`src/sfcs_pkg.sv`:
```
// Package for the subsumption-filtered clause store.
// Holds the literal width used by all units and the input and result word types of the top level.
// No dependencies.
package sfcs_pkg;

  localparam int unsigned LitW     = 64;
  localparam int unsigned InDepthW = 7;
  localparam int unsigned CntOutW  = 9;

  typedef struct packed {
    logic [LitW-1:0]     pos_lits;
    logic [LitW-1:0]     neg_lits;
    logic [InDepthW-1:0] clause_depth;
  } in_t;

  typedef struct packed {
    logic               accepted;
    logic               store_full;
    logic [CntOutW-1:0] killed_count;
    logic [CntOutW-1:0] live_count;
  } out_t;

endpackage

```
`src/sfcs_cmp.sv`:
```
// Shared subsumption compare unit: literal subset test plus depth order.
// Used by both scans of the clause store; depends on sfcs_pkg.
module sfcs_cmp #(
  parameter int unsigned DEPTH_BITS = 7
) (
  input  logic [sfcs_pkg::LitW-1:0] sub_pos_i,
  input  logic [sfcs_pkg::LitW-1:0] sub_neg_i,
  input  logic [DEPTH_BITS-1:0]     sub_depth_i,
  input  logic [sfcs_pkg::LitW-1:0] sup_pos_i,
  input  logic [sfcs_pkg::LitW-1:0] sup_neg_i,
  input  logic [DEPTH_BITS-1:0]     sup_depth_i,
  output logic                      hit_o
);

  logic subset;

  assign subset = ((sub_pos_i & ~sup_pos_i) == '0) && ((sub_neg_i & ~sup_neg_i) == '0);
  assign hit_o  = subset && (sub_depth_i <= sup_depth_i);

endmodule

```
`config.mk`:
```
export PLATFORM = sky130hd
export DESIGN_NAME = sfcs_cmp
export DESIGN_NICKNAME = d
export VERILOG_FILES = /design/src/sfcs_pkg.sv /design/src/sfcs_cmp.sv
export SDC_FILE = /design/constraint.sdc
export NUM_CORES = 1
export LEC_CHECK = 0
export BUFFER_PORTS_ARGS = -buffer_cell sky130_fd_sc_hd__buf_2
export CORE_AREA = 2 2 104 106
export DETAILED_ROUTE_END_ITERATION = 6
export DIE_AREA = 0 0 106 108
export SLEW_MARGIN = 5
export SYNTH_ARGS = -nofsm -noshare
export SYNTH_HDL_FRONTEND = slang
export SYNTH_SLANG_ARGS = --single-unit
```
`constraint.sdc`:
```
create_clock -name vclk -period 3.7
set_clock_uncertainty 0.15 [all_clocks]
set_input_delay 0.37 -clock vclk [all_inputs]
set_output_delay 0.37 -clock vclk [all_outputs]
set_load 0.1 [all_outputs]
```
==> qor.txt <==
Final count of hold timing violations: 0
Type of origin of the critical path: input pin
Antenna Nets Post-Route: 0
Cells along the critical path: buf_2 -> nand2b_1 -> o2111ai_1 -> nor4_2 -> nand4_1 -> nor4_2 -> buf_2
Inst Count DP: 615
Max-slew headroom: 66.7%
CP Launch Point: sub_neg_i[49]
Max cap viols: 0
Die Span X: 106 µm
Slew @ Worst Pin: 0.502 ns
Critical path type: input pin to output port
IO Port Bufs: 271
Proportion of layout cells with a drive suffix above 1: 58.0%
Routability cong.: 0.799
Synth top area share: 31.3%
DR pass1 iterations: 6
Dpl hpwl: 7170 µm
Inserted Diodes: 0
WHS: 1.21 ns
Fin. max-slew vios: 0
Ys Warns: 0
Avg Synthesized Cell Area: 6.05 µm²
Placed cell areas: 0.00279 mm²
Initial antenna violation count: 0
Global Route Usage Sum: 12.0%
Area of the die: 0.0114 mm²
RSZ-0062 raised after global routing: no
Largest net degree at the start of global routing: 3
Clock Buffer Count: 0
Area occupied by multi-input gates: 0.00101 mm²
Worst hold-check path type: input pin to output port
Final worst-path cycle share: 69.7%
Vias per cell: 3.87
Die H: 108 µm
Synth Instances: 208
Max IR drop VDD: 0.0000329 V
Min Tclk post-route: 2.58 ns
Hold path start: sub_pos_i[45]
CP Capture Point: hit_o
Pwr Density: 83.1 mW/mm²
Unique masters post-synth: 20
Total Wirelength: 7330 µm
CP required: 3.18 ns
Gr ovfl total: 0
Postcts setup bufs: 0
Post-synthesis sequential area ratio: 0%
Hold_buf cts: 0
Fmax: 388 MHz
Syn Nets: 485
Worst Path Arrival: 2.06 ns
Run status: finished, final reports clean
Setup-failing EPs final: 0
# DRC: 0
Setup TNS: 0 ns
Filler instances: 1215
Boundary Pins: 271
Synth area leaders: nand2b_1 (31%), inv_1 (20%), o2111ai_1 (16%), o22ai_1 (8.0%), ha_1 (7.0%)
Wire per inst: 11.9 µm
First-pass GRT wire length: 10800 µm
Register area: 0 µm²
Synthesized cell area: 0.00126 mm²
Crit path max fanout: 1
Core ar.: 0.0102 mm²
Slowest stage delay, CP: 0.47 ns
Post-CTS Resized: 0
Vias in the first global route: 2353
Area Growth Syn to Fin: 121%
Initial core utilization: 12.3%
Row cnt: 37
CP Capture Type: output port
Slowest CP cell: buf_2
Dominant cell type by area after synthesis: nand2b_1
Layout Nets: 758
Leakage: 1.73 nW
FFs & Latches: 0
Detailed Route Iter0 Violations: 29
Post-Layout Cell Count: 615
Vias: 2377
Finished Cell Area: 0.00279 mm²
-- cell usage after synthesis --
master and number:
o22ai_1 16, nor4_2 2, nor3_1 3, o21bai_1 1, nor2_1 1, o21a_1 1, nand4_1 4, or2b_1 1
a21oi_1 1, nand3_1 1, nor4_1 6, nor2b_1 2, or2b_2 5, a221oi_1 2, a31oi_1 1, o2111ai_1 23
inv_1 67, o21ai_0 1, nand2b_1 63, ha_1 7
-- per-stage QoR --
step / total power, W / util (%) / worst slack [ns]
finish: 0.000232 / 27.2 / 1.12
global route: 0.000262 / 27.2 / 0.903
CTS: 0.000237 / 27.2 / 1.00
detailed placement: 0.000236 / 27.2 / 1.00
global placement: 0.000235 / 27.2 / 1.07
floorplan: 0.0000801 / - / 0.396
-- critical path: cells and delay by family --
family / cells / cell delay, ns
buffers and inverters: 2 / 0.57
AND/OR/NAND/NOR: 4 / 0.95
AO/OA/AOI/OAI: 1 / 0.15
-- layer usage --
metal / part of all wire (%) / wire (µm) / GRT usage [%]
met2: 54 / 3990 / 25.8
met1: 36 / 2630 / 12.8
met4: 0.18 / 13 / 0.188
met3: 9.6 / 707 / 1.99
met5: 0 / 0 / 0
-- cell usage in the layout, fill, tap and decap left out --
cell type  netlist  layout
buf_2            0     271
inv_1           67      67
nand2b_1        63      63
o2111ai_1       23      23
o22ai_1         16      16
ha_1             7       7
nor4_1           6       6
or2b_2           5       5
nand4_1          4       4
nor3_1           3       3
nor4_2           2       2
a221oi_1         2       2
nor2b_1          2       2
or2b_1           1       1
a21oi_1          1       1
o21ai_0          1       1
o21a_1           1       1
o21bai_1         1       1
nand3_1          1       1
nor2_1           1       1
a31oi_1          1       1
-- final cells by class --
class	count	area share, %
repair buffers	271	48.7
multi-input cells	141	36.2
inverters	67	9.03
well taps	136	6.11
-- worst min path at each step --
stage | slack [ns] | cells past startpoint | endpoint
floorplan | 0.93 | 3 | hit_o
global placement | 1.22 | 5 | hit_o
detailed placement | 1.22 | 5 | hit_o
CTS | 1.22 | 5 | hit_o
global route | 1.25 | 5 | hit_o
finish | 1.21 | 5 | hit_o
-- power by group --
part / switching (W) / internal, W
combinational: 0.0000824 / 0.000149
clock: 0 / 0
sequential: 0 / 0
-- logic make-up (layout without fill, tap and decap cells) --
| logic type | count (synthesis) | count (layout) | synth area share, % |
|---|---|---|---|
| adder cells (fa/ha/maj) | 7 | 7 | 6.96 |
| buffers and inverters | 67 | 338 | 20.0 |
| AO/OA/AOI/OAI | 46 | 46 | 27.8 |
| AND/OR/NAND/NOR | 88 | 88 | 45.2 |
Note: power is estimated with default switching activity, not from simulation.
